File: config.mk
export PLATFORM = sky130hd
export DESIGN_NAME = block_buffer_cache_lru
export DESIGN_NICKNAME = d
export VERILOG_FILES = /design/src/rtl/bbc_pkg.sv /design/src/rtl/bbc_ctrl.sv /design/src/rtl/bbc_dp.sv /design/src/rtl/block_buffer_cache_lru.sv
export SDC_FILE = /design/constraint.sdc
export NUM_CORES = 1
export LEC_CHECK = 0
export ABC_AREA = 1
export BUFFER_PORTS_ARGS = -buffer_cell sky130_fd_sc_hd__buf_2
export CAP_MARGIN = 10
export CORE_ASPECT_RATIO = 1.2
export CORE_UTILIZATION = 65
export DETAILED_ROUTE_END_ITERATION = 12
export PLACE_DENSITY = 0.92
export RECOVER_POWER = 50
export SETUP_SLACK_MARGIN = 0.05
export SLEW_MARGIN = 20
export SYNTH_ARGS = -nofsm -noshare
export SYNTH_HDL_FRONTEND = slang
export SYNTH_SLANG_ARGS = --single-unit
export TNS_END_PERCENT = 1
File: constraint.sdc
create_clock -name clock -period 12.2 [get_ports clock]
set_input_delay 1.83 -clock clock [delete_from_list [all_inputs] [get_ports clock]]
set_output_delay 1.83 -clock clock [all_outputs]
set_load 0.01 [all_outputs]
File: src/rtl/bbc_pkg.sv
// ----------------------------------------------------------------------------
// bbc_pkg - shared definitions of the block buffer cache
// Command and action codes, slot status codes, sizes, and the command and
// status bundles that pass between the controller and the datapath.
// ----------------------------------------------------------------------------
package bbc_pkg;

   localparam int NUM_SLOTS  = 4;
   localparam int SLOT_W     = (NUM_SLOTS > 1) ? $clog2(NUM_SLOTS) : 1;
   localparam int CMD_W      = 3;
   localparam int BLK_W      = 16;
   localparam int ACT_W      = 2;
   localparam int SLOT_OUT_W = 4;
   localparam int AGE_W      = 32;
   localparam int STAT_W     = 2;
   localparam int CSR_ADDR_W = 3;
   localparam int CSR_DATA_W = 32;

   localparam logic [BLK_W-1:0] MAX_BLOCK_RESET = 16'd1024;
   localparam logic [CSR_ADDR_W-3:0] REG_MAX_BLOCK = '0;

   localparam logic [CMD_W-1:0] CMD_BUFFER = 3'd0;
   localparam logic [CMD_W-1:0] CMD_BLOCK  = 3'd1;
   localparam logic [CMD_W-1:0] CMD_UPDATE = 3'd2;
   localparam logic [CMD_W-1:0] CMD_SAVE   = 3'd3;
   localparam logic [CMD_W-1:0] CMD_EMPTY  = 3'd4;
   localparam logic [CMD_W-1:0] CMD_FLUSH  = 3'd5;

   localparam logic [ACT_W-1:0] ACT_DONE  = 2'd0;
   localparam logic [ACT_W-1:0] ACT_WRITE = 2'd1;
   localparam logic [ACT_W-1:0] ACT_READ  = 2'd2;
   localparam logic [ACT_W-1:0] ACT_GRANT = 2'd3;

   localparam logic [STAT_W-1:0] ST_UNREAD = 2'd0;
   localparam logic [STAT_W-1:0] ST_VALID  = 2'd1;
   localparam logic [STAT_W-1:0] ST_DIRTY  = 2'd3;

   typedef enum logic [2:0] {
      EM_ERROR,
      EM_WB_VICTIM,
      EM_READ,
      EM_GRANT,
      EM_WB_SCAN,
      EM_DONE
   } emit_kind_type;

   typedef struct packed {
      logic          start;   // latch the accepted beat, restart the scan
      logic          step;    // lookup compare at the scan index
      logic          adv;     // move the scan index on
      logic          emit;    // load the output register
      emit_kind_type kind;
   } ctrl_cmd_type;

   typedef struct packed {
      logic [CMD_W-1:0] command;
      logic             blk_ok;
      logic             tag_hit;
      logic             idx_last;
      logic             dirty_now;
      logic             victim_dirty;
      logic             out_free;
   } dp_status_type;

endpackage

File: src/rtl/bbc_ctrl.sv
// ----------------------------------------------------------------------------
// bbc_ctrl - command sequencer of the block buffer cache
// Walks each command through range check, slot scan and result emission,
// steering the datapath by command bundle.
// ----------------------------------------------------------------------------
module bbc_ctrl
   import bbc_pkg::*;
(
   input  logic          clock,
   input  logic          reset,
   input  logic          req_valid,
   output logic          req_ready,
   input  dp_status_type sts,
   output ctrl_cmd_type  cmd
);

   typedef enum logic [2:0] {
      S_IDLE,
      S_CHECK,
      S_SCAN,
      S_WB,
      S_READ,
      S_GRANT,
      S_SAVE,
      S_FINISH
   } state_type;

   state_type state_ff, state_in;
   logic      err_ff, err_in;    // finish with an error beat

   always_comb begin
      state_in  = state_ff;
      err_in    = err_ff;
      cmd       = '0;
      cmd.kind  = EM_DONE;
      req_ready = (state_ff == S_IDLE);
      case (state_ff)
         S_IDLE: begin
            if (req_valid) begin
               cmd.start = 1'b1;
               state_in  = S_CHECK;
            end
         end
         S_CHECK: begin
            err_in = 1'b0;
            if (sts.command inside {CMD_BUFFER, CMD_BLOCK}) begin
               if (sts.blk_ok) begin
                  state_in = S_SCAN;
               end else begin
                  err_in   = 1'b1;
                  state_in = S_FINISH;
               end
            end else if (sts.command inside {CMD_SAVE, CMD_FLUSH}) begin
               state_in = S_SAVE;
            end else begin
               state_in = S_FINISH;
            end
         end
         S_SCAN: begin
            cmd.step = 1'b1;
            if (sts.tag_hit) begin
               state_in = S_GRANT;
            end else if (sts.idx_last) begin
               state_in = S_WB;
            end
         end
         S_WB: begin
            if (!sts.victim_dirty) begin
               state_in = S_READ;
            end else if (sts.out_free) begin
               cmd.emit = 1'b1;
               cmd.kind = EM_WB_VICTIM;
               state_in = S_READ;
            end
         end
         S_READ: begin
            if (sts.out_free) begin
               cmd.emit = 1'b1;
               cmd.kind = EM_READ;
               state_in = S_GRANT;
            end
         end
         S_GRANT: begin
            if (sts.out_free) begin
               cmd.emit = 1'b1;
               cmd.kind = EM_GRANT;
               state_in = S_IDLE;
            end
         end
         S_SAVE: begin
            // a dirty slot holds the scan until its write-back beat goes out
            if (!sts.dirty_now || sts.out_free) begin
               cmd.adv = 1'b1;
               if (sts.dirty_now) begin
                  cmd.emit = 1'b1;
                  cmd.kind = EM_WB_SCAN;
               end
               if (sts.idx_last) begin
                  state_in = S_FINISH;
               end
            end
         end
         S_FINISH: begin
            if (sts.out_free) begin
               cmd.emit = 1'b1;
               cmd.kind = err_ff ? EM_ERROR : EM_DONE;
               state_in = S_IDLE;
            end
         end
         default: begin
            state_in = S_IDLE;
         end
      endcase
   end

   always_ff @(posedge clock) begin
      if (reset) begin
         state_ff <= S_IDLE;
         err_ff   <= 1'b0;
      end else begin
         state_ff <= state_in;
         err_ff   <= err_in;
      end
   end

   assert property (@(posedge clock) disable iff (reset)
      (cmd.emit && cmd.kind == EM_GRANT) |=> state_ff == S_IDLE)
      else $error("grant beat not followed by return to idle");

   assert property (@(posedge clock) disable iff (reset)
      cmd.start |=> (state_ff == S_CHECK && !req_ready))
      else $error("accepted command did not enter the range check");

   assert property (@(posedge clock) disable iff (reset)
      (cmd.emit && cmd.kind == EM_READ) |-> $past(state_ff) != S_IDLE)
      else $error("read beat without a preceding scan");

endmodule

File: src/rtl/bbc_dp.sv
// ----------------------------------------------------------------------------
// bbc_dp - slot store and result register of the block buffer cache
// Holds tags, age stamps and statuses of the slots, the age counter, the
// scan index with the running victim, and the output register.
// ----------------------------------------------------------------------------
module bbc_dp
   import bbc_pkg::*;
(
   input  logic                  clock,
   input  logic                  reset,
   input  logic [CMD_W-1:0]      req_command,
   input  logic [BLK_W-1:0]      req_block_number,
   input  logic [BLK_W-1:0]      max_block,
   input  ctrl_cmd_type          cmd,
   output dp_status_type         sts,
   output logic                  rsp_valid,
   input  logic                  rsp_ready,
   output logic [ACT_W-1:0]      rsp_action,
   output logic [BLK_W-1:0]      rsp_block_id,
   output logic [SLOT_OUT_W-1:0] rsp_slot,
   output logic                  rsp_error,
   output logic                  rsp_last
);

   logic [BLK_W-1:0]  tag_ff    [NUM_SLOTS];
   logic [BLK_W-1:0]  tag_in    [NUM_SLOTS];
   logic [AGE_W-1:0]  stamp_ff  [NUM_SLOTS];
   logic [AGE_W-1:0]  stamp_in  [NUM_SLOTS];
   logic [STAT_W-1:0] status_ff [NUM_SLOTS];
   logic [STAT_W-1:0] status_in [NUM_SLOTS];

   logic [AGE_W-1:0]      age_ff, age_in;
   logic [SLOT_OUT_W-1:0] current_ff, current_in;

   logic [CMD_W-1:0]  command_ff, command_in;
   logic [BLK_W-1:0]  blk_ff, blk_in;
   logic [SLOT_W-1:0] idx_ff, idx_in;
   logic [SLOT_W-1:0] victim_ff, victim_in;
   logic              hit_ff, hit_in;
   logic [AGE_W-1:0]  best_stamp_ff, best_stamp_in;
   logic [BLK_W-1:0]  best_tag_ff, best_tag_in;
   logic [STAT_W-1:0] best_status_ff, best_status_in;

   logic                  rsp_valid_ff, rsp_valid_in;
   logic [ACT_W-1:0]      action_ff, action_in;
   logic [BLK_W-1:0]      block_id_ff, block_id_in;
   logic [SLOT_OUT_W-1:0] slot_ff, slot_in;
   logic                  error_ff, error_in;
   logic                  last_ff, last_in;

   logic [AGE_W-1:0] age_plus;
   logic             out_free;

   assign age_plus = age_ff + AGE_W'(1);
   assign out_free = !rsp_valid_ff || rsp_ready;

   assign sts.command      = command_ff;
   assign sts.blk_ok       = (blk_ff != '0) && (blk_ff <= max_block);
   assign sts.tag_hit      = (tag_ff[idx_ff] == blk_ff);
   assign sts.idx_last     = (idx_ff == SLOT_W'(NUM_SLOTS - 1));
   assign sts.dirty_now    = (status_ff[idx_ff] == ST_DIRTY);
   assign sts.victim_dirty = (best_status_ff == ST_DIRTY);
   assign sts.out_free     = out_free;

   always_comb begin
      tag_in         = tag_ff;
      stamp_in       = stamp_ff;
      status_in      = status_ff;
      age_in         = age_ff;
      current_in     = current_ff;
      command_in     = command_ff;
      blk_in         = blk_ff;
      idx_in         = idx_ff;
      victim_in      = victim_ff;
      hit_in         = hit_ff;
      best_stamp_in  = best_stamp_ff;
      best_tag_in    = best_tag_ff;
      best_status_in = best_status_ff;
      rsp_valid_in   = rsp_valid_ff && !rsp_ready;
      action_in      = action_ff;
      block_id_in    = block_id_ff;
      slot_in        = slot_ff;
      error_in       = error_ff;
      last_in        = last_ff;

      if (cmd.start) begin
         command_in = req_command;
         blk_in     = req_block_number;
         idx_in     = '0;
         hit_in     = 1'b0;
      end

      // one slot per cycle: first tag match wins, else track the oldest stamp
      if (cmd.step) begin
         if (tag_ff[idx_ff] == blk_ff) begin
            hit_in         = 1'b1;
            victim_in      = idx_ff;
            best_status_in = status_ff[idx_ff];
         end else begin
            if (idx_ff == '0 || best_stamp_ff > stamp_ff[idx_ff]) begin
               victim_in      = idx_ff;
               best_stamp_in  = stamp_ff[idx_ff];
               best_tag_in    = tag_ff[idx_ff];
               best_status_in = status_ff[idx_ff];
            end
            idx_in = idx_ff + SLOT_W'(1);
         end
      end

      if (cmd.adv) begin
         idx_in = idx_ff + SLOT_W'(1);
      end

      if (cmd.emit) begin
         rsp_valid_in = 1'b1;
         action_in    = ACT_DONE;
         block_id_in  = '0;
         slot_in      = '0;
         error_in     = 1'b0;
         last_in      = 1'b0;
         case (cmd.kind)
            EM_ERROR: begin
               block_id_in = blk_ff;
               error_in    = 1'b1;
               last_in     = 1'b1;
            end
            EM_WB_VICTIM: begin
               action_in   = ACT_WRITE;
               block_id_in = best_tag_ff;
               slot_in     = SLOT_OUT_W'(victim_ff);
            end
            EM_READ: begin
               action_in   = ACT_READ;
               block_id_in = blk_ff;
               slot_in     = SLOT_OUT_W'(victim_ff);
               // install the new block in the victim slot
               status_in[victim_ff] = (command_ff == CMD_BLOCK) ? ST_VALID : ST_UNREAD;
               tag_in[victim_ff]    = blk_ff;
               stamp_in[victim_ff]  = age_plus;
               age_in               = age_plus;
               current_in           = SLOT_OUT_W'(victim_ff);
            end
            EM_GRANT: begin
               action_in   = ACT_GRANT;
               block_id_in = blk_ff;
               slot_in     = SLOT_OUT_W'(victim_ff);
               last_in     = 1'b1;
               if (hit_ff) begin
                  stamp_in[victim_ff] = age_plus;
                  age_in              = age_plus;
                  current_in          = SLOT_OUT_W'(victim_ff);
                  if (command_ff == CMD_BLOCK && best_status_ff == ST_UNREAD) begin
                     status_in[victim_ff] = ST_VALID;
                  end
               end
            end
            EM_WB_SCAN: begin
               action_in         = ACT_WRITE;
               block_id_in       = tag_ff[idx_ff];
               slot_in           = SLOT_OUT_W'(idx_ff);
               status_in[idx_ff] = ST_VALID;
            end
            EM_DONE: begin
               last_in = 1'b1;
               if (command_ff == CMD_UPDATE) begin
                  if ({1'b0, current_ff} < (SLOT_OUT_W + 1)'(NUM_SLOTS)) begin
                     status_in[current_ff[SLOT_W-1:0]] = ST_DIRTY;
                  end
               end else if (command_ff inside {CMD_EMPTY, CMD_FLUSH}) begin
                  for (int i = 0; i < NUM_SLOTS; i++) begin
                     tag_in[i]    = '0;
                     stamp_in[i]  = '0;
                     status_in[i] = ST_UNREAD;
                  end
                  age_in     = '0;
                  current_in = '0;
               end
            end
            default: begin
               last_in = 1'b1;
            end
         endcase
      end
   end

   always_ff @(posedge clock) begin
      if (reset) begin
         for (int i = 0; i < NUM_SLOTS; i++) begin
            tag_ff[i]    <= '0;
            stamp_ff[i]  <= '0;
            status_ff[i] <= ST_UNREAD;
         end
         age_ff       <= '0;
         current_ff   <= '0;
         rsp_valid_ff <= 1'b0;
      end else begin
         tag_ff       <= tag_in;
         stamp_ff     <= stamp_in;
         status_ff    <= status_in;
         age_ff       <= age_in;
         current_ff   <= current_in;
         rsp_valid_ff <= rsp_valid_in;
      end
   end

   always_ff @(posedge clock) begin
      command_ff     <= command_in;
      blk_ff         <= blk_in;
      idx_ff         <= idx_in;
      victim_ff      <= victim_in;
      hit_ff         <= hit_in;
      best_stamp_ff  <= best_stamp_in;
      best_tag_ff    <= best_tag_in;
      best_status_ff <= best_status_in;
      action_ff      <= action_in;
      block_id_ff    <= block_id_in;
      slot_ff        <= slot_in;
      error_ff       <= error_in;
      last_ff        <= last_in;
   end

   assign rsp_valid    = rsp_valid_ff;
   assign rsp_action   = action_ff;
   assign rsp_block_id = block_id_ff;
   assign rsp_slot     = slot_ff;
   assign rsp_error    = error_ff;
   assign rsp_last     = last_ff;

   assert property (@(posedge clock) disable iff (reset)
      cmd.emit |-> out_free)
      else $error("result loaded over a beat not yet taken");

   assert property (@(posedge clock) disable iff (reset)
      (rsp_valid_ff && error_ff) |-> (last_ff && action_ff == ACT_DONE))
      else $error("error beat is not a final done beat");

   assert property (@(posedge clock) disable iff (reset)
      (cmd.emit && cmd.kind == EM_READ) |=> age_ff == $past(age_plus))
      else $error("age counter not advanced on block install");

endmodule

File: src/rtl/block_buffer_cache_lru.sv
// ----------------------------------------------------------------------------
// block_buffer_cache_lru - LRU write-back block buffer cache manager
// Tracks which storage block sits in each of NUM_SLOTS buffers and issues
// write-back, read and grant beats for buffer, block, update, save, empty
// and flush commands.
//
// Commands enter on the req_ channel (valid/ready), one at a time; the
// block is ready again once the final beat of a command is in the output
// register, so the next command may be taken while that beat still waits.
// Each command yields one to five beats on the rsp_ channel, the last one
// flagged by rsp_last. Update, empty and out-of-range commands end after
// the range check; a lookup walks the slots one per cycle and grants at the
// first hit, and a miss first emits a write-back beat for a dirty victim and
// a read beat. Save and flush walk the slots one per cycle, a dirty slot
// waiting until its write-back beat is loaded. The next command can be taken
// at the earliest in the cycle after the final beat is loaded.
// A stalled rsp_ready holds the output register, and the sequencer waits at any beat to load.
// Reset clears the cache and the age counter and sets max_block to 1024.
// max_block sits at address 0 of the csr_ port; write it only when idle.
// ----------------------------------------------------------------------------
module block_buffer_cache_lru
   import bbc_pkg::*;
(
   input  logic                  clock,
   input  logic                  reset,
   input  logic                  req_valid,
   output logic                  req_ready,
   input  logic [CMD_W-1:0]      req_command,
   input  logic [BLK_W-1:0]      req_block_number,
   output logic                  rsp_valid,
   input  logic                  rsp_ready,
   output logic [ACT_W-1:0]      rsp_action,
   output logic [BLK_W-1:0]      rsp_block_id,
   output logic [SLOT_OUT_W-1:0] rsp_slot,
   output logic                  rsp_error,
   output logic                  rsp_last,
   input  logic                  csr_psel,
   input  logic                  csr_penable,
   input  logic                  csr_pwrite,
   input  logic [CSR_ADDR_W-1:0] csr_paddr,
   input  logic [CSR_DATA_W-1:0] csr_pwdata,
   output logic [CSR_DATA_W-1:0] csr_prdata,
   output logic                  csr_pready
);

   logic [BLK_W-1:0] max_block_ff, max_block_in;
   logic             reg_sel;
   ctrl_cmd_type     cmd;
   dp_status_type    sts;

   assign reg_sel    = (csr_paddr[CSR_ADDR_W-1:2] == REG_MAX_BLOCK);
   assign csr_pready = 1'b1;
   assign csr_prdata = reg_sel ? CSR_DATA_W'(max_block_ff) : '0;

   always_comb begin
      max_block_in = max_block_ff;
      if (csr_psel && csr_penable && csr_pwrite && reg_sel) begin
         max_block_in = csr_pwdata[BLK_W-1:0];
      end
   end

   always_ff @(posedge clock) begin
      if (reset) begin
         max_block_ff <= MAX_BLOCK_RESET;
      end else begin
         max_block_ff <= max_block_in;
      end
   end

   bbc_ctrl u_ctrl (
      .clock     (clock),
      .reset     (reset),
      .req_valid (req_valid),
      .req_ready (req_ready),
      .sts       (sts),
      .cmd       (cmd)
   );

   bbc_dp u_dp (
      .clock            (clock),
      .reset            (reset),
      .req_command      (req_command),
      .req_block_number (req_block_number),
      .max_block        (max_block_ff),
      .cmd              (cmd),
      .sts              (sts),
      .rsp_valid        (rsp_valid),
      .rsp_ready        (rsp_ready),
      .rsp_action       (rsp_action),
      .rsp_block_id     (rsp_block_id),
      .rsp_slot         (rsp_slot),
      .rsp_error        (rsp_error),
      .rsp_last         (rsp_last)
   );

endmodule
==> run metrics <==
outcome=complete, but fails checks; failing checks=max-capacitance violations, max-slew violations; worst slew pin tran=6.13 ns; clk slew on worst S/H paths=0.06 ns; worst hold path type=register to register; fill cell count=1981; Port-buffer cells=82; CP peak stage delay=3.06 ns; flop-to-flop setup slack=3.74 ns; #FFs+latches synth=351; Slew Viols, Final=293; Num Clock Sinks=351; total track usage=0.342; Starting Density=0.661; hold buffers post-CTS=0; RSZ-0062 raised after global routing=no; CP Max Fanout=84; gp weighted congestion=0.978; critical path depth=14; P_int=2250 uW; R2R depth=14; CP Capture Type=register; Post-CTS Setup Bufs=0; LEAKAGE=0.00668 uW; Post-Syn Area=17900 um2; die outline width=154 um; Num CTS Buffers=35; Clock Power Share=0.305; wire length per cell=18.3 um; crit start category=register; DP HPWL=29.0 mm; slowest CP cell=clkbuf_1; Area Growth Syn to Fin=6.77%; worst skew pair latency=0.54 ns; die area=28200 um2; clock buffer depth=3; sequential share of power=0.370; drt initial violations=2199; sequential area share after synthesis=0.444; setup TNS=0 ns; Tmin final=8.46 ns; Worst VDD drop=0.153 mV; largest family of logic cells by synthesized area=simple AND/OR/NAND/NOR gates; share of cells above drive strength 1=0.0550; max cap viols=3; maximum number of pins on one net before global-route repair=140; worst hold path endpoint=u_dp.stamp_ff[14]$_SDFFE_PP0P_; clock root cell=clkbuf_16; H-tree Lvls=2; Fin. Hold Viols=0; cell mode on critical path=nand2_1; Post-Synth Simple-Gate Area=0.288; CP delay by family, top=buffers and inverters; Core Region=27100 um2; XOR/XNOR Fraction of Synth Area=0.0117; TritonCTS clock tree=built; Gate Count Post-Synth=2369; Warnings, synthesis=0; Max Fclk=0.118 GHz; I/O Pins=120; Req. time, crit path=12.36 ns; grt total ovfl=0; ANT cells=0; top_reg_cell synth=dfxtp_1; multiplexer area fraction after synthesis=0; Routed Antenna Nets=0; final worst path period share=0.693; Final #Nets=2452; Die H=184 um; r2r endpoint=u_dp.best_tag_ff[8]$_DFFE_PP_; Post-synth EDFFs=93; Post-CTS Resized=0; DRC Markers=0; vias per cell=6.41; asr flop ratio synth=0; Setup Crit Path Kind=register to register; switching pwr=1480 uW; adder-cell share of the synthesized area=0.0370; Comb pwr share=0.325; vias=17300; post-synthesis compound-gate area fraction=0.129; Final setup viols=0; Critical path buffers and inverters=4; first-pass GRT wire length=79.1 mm; Hold Startpoint=u_dp.stamp_ff[14]$_SDFFE_PP0P_; Sw Share=0.396; Worst R2R Start=u_dp.idx_ff[0]$_DFF_P_; Syn Area/Cell=7.56 um2; crit-path cells=clkbuf_1 -> a21oi_1 -> a32oi_1 -> inv_1 -> ha_1 -> nand4_1 -> inv_1 -> nand2_1 -> nor4_1 -> nand2_1 -> nand3_1 -> nand2_1 -> a21oi_4 -> buf_4; Worst Path Arrival=8.62 ns; Post-Route Hold Slack=0.461 ns; synth unique cells=43; power density over the cells=195 nW/um2; Rows=66; Pre-antenna DRT Iters=6; hold depth=2; clk_skew=0.0249 ns; slew margin rel.=-3.09; number of global-route vias before repair=16400; Routed WL=49.5 mm; initial antenna violation count=0
## flip-flops by register name, summed over array words and instances, names as in the netlist
register	cells
u_dp.stamp_ff	128
u_dp.tag_ff	64
u_dp.age_ff	32
u_dp.best_stamp_ff	32
max_block_ff	16
u_dp.best_tag_ff	16
u_dp.blk_ff	16
u_dp.rsp_block_id	16
u_dp.status_ff	8
u_ctrl.state_ff	3
u_dp.command_ff	3
u_dp.best_status_ff	2
u_dp.current_ff	2
u_dp.idx_ff	2
u_dp.rsp_action	2
u_dp.rsp_slot	2
u_dp.victim_ff	2
u_ctrl.err_ff	1
u_dp.hit_ff	1
u_dp.rsp_error	1
u_dp.rsp_last	1
u_dp.rsp_valid	1
## worst reg2reg max path, delay by kind of cell (launching register included)
kind                     cells  cell delay, ns
AND/OR/NAND/NOR              6            1.45
AO/OA/AOI/OAI                3            1.48
adder cells (fa/ha/maj)      1            0.31
flip-flops                   1            1.01
buffers and inverters        4            3.84
## placed cells by master, fill, tap and decap left out, types with 2 or more instances in the layout
master	netlist	final
bufinv_16	0	4
buf_4	26	11
buf_2	39	40
edfxtp_1	93	93
clkbuf_1	85	55
nand2_1	662	663
nor2_1	156	155
clkbuf_16	0	37
nor2_4	1	4
clkinv_2	0	5
nand2_2	3	2
o21ai_0	50	51
nor3_1	22	22
inv_1	160	160
a21oi_1	306	306
ha_1	53	53
o221ai_1	17	17
nand4_1	205	205
inv_6	0	2
clkbuf_8	0	3
nor4_1	5	5
inv_2	6	5
xnor2_1	8	8
nand3_1	107	104
nand3_2	4	7
o21a_1	2	2
xor2_1	16	16
a32oi_1	31	31
dfxtp_1	258	258
conb_1	2	19
o22ai_1	3	3
## final cells by class
type                            count  area [um2]  share of cell area
Multi-Input combinational cell   1687        8460               0.442
Sequential cell                   351        7960               0.416
Clock buffer                       50        1000              0.0525
Inverter                          167         632              0.0330
Timing Repair Buffer               96         452              0.0236
Tap cell                          340         425              0.0222
Clock inverter                     14         193              0.0101
## layer usage
metal,vias up,routed length (um),track usage
li1,7985,-,-
met4,0,2230,0.191
met3,235,5010,0.0521
met5,-,0,0
met2,1163,24000,0.583
met1,7964,18200,0.415
## synthesized netlist by cell type, types with 5 or more instances
library cell	count	share of area
buf_4	26	0.011
nand3_1	107	0.030
edfxtp_1	93	0.16
nand4_1	205	0.072
buf_1	10	0.0021
o21ai_0	50	0.014
a32oi_1	31	0.015
nor3_1	22	0.0061
dfxtp_1	258	0.29
o221ai_1	17	0.0083
a21oi_1	306	0.085
buf_6	20	0.013
inv_2	6	0.0013
nor4_1	5	0.0017
buf_2	39	0.011
inv_1	160	0.034
xnor2_1	8	0.0039
xor2_1	16	0.0078
nand2_1	662	0.14
clkbuf_1	85	0.018
ha_1	53	0.037
nor2_1	156	0.033
## worst max path at each step
stage,to,slack [ns],startpoint
3_3_place_gp,u_dp.tag_ff[40]$_SDFFE_PP0P_,6.42,rsp_ready
3_5_place_dp,u_dp.tag_ff[38]$_SDFFE_PP0P_,6.30,rsp_ready
6_report,u_dp.best_tag_ff[8]$_DFFE_PP_,3.74,u_dp.idx_ff[0]$_DFF_P_
2_1_floorplan,u_dp.best_stamp_ff[0]$_DFFE_PP_,6.61,u_dp.idx_ff[0]$_DFF_P_
5_1_grt,max_block_ff[15]$_SDFFE_PP0P_,3.44,reset
4_1_cts,u_dp.best_tag_ff[1]$_DFFE_PP_,6.41,u_dp.idx_ff[1]$_DFF_P_
## cell families (layout without fill, tap and decap cells)
group | count (synthesis) | count (layout)
simple gates | 1173 | 1173
compound gates | 418 | 418
flops | 351 | 351
buf+inv | 348 | 327
fa+ha+maj | 53 | 53
xor+xnor | 24 | 24
other cells | 2 | 19
## power groups by stage
stage	clock, uW	combinational, uW	sequential, uW
floorplan	0	913	1370
global placement	0	1120	1400
detailed placement	0	1160	1400
CTS	1130	1170	1380
global route	1180	1310	1390
finish	1140	1210	1380
## metrics by stage
| stage | std cells | setup slack, ns | utilization | total power, uW | cell area, um2 |
|---|---|---|---|---|---|
| 4_1_cts | 2705 | 6.41 | 0.709 | 3680 | 19200 |
| 6_report | 2705 | 3.74 | 0.706 | 3730 | 19100 |
| 3_5_place_dp | 2641 | 6.30 | 0.665 | 2560 | 18000 |
| 2_1_floorplan | 2386 | 6.61 | - | 2280 | 18000 |
| 3_3_place_gp | 2641 | 6.42 | 0.665 | 2520 | 18000 |
| 5_1_grt | 2705 | 3.44 | 0.706 | 3880 | 19100 |
(Power assumes the default switching activity.)
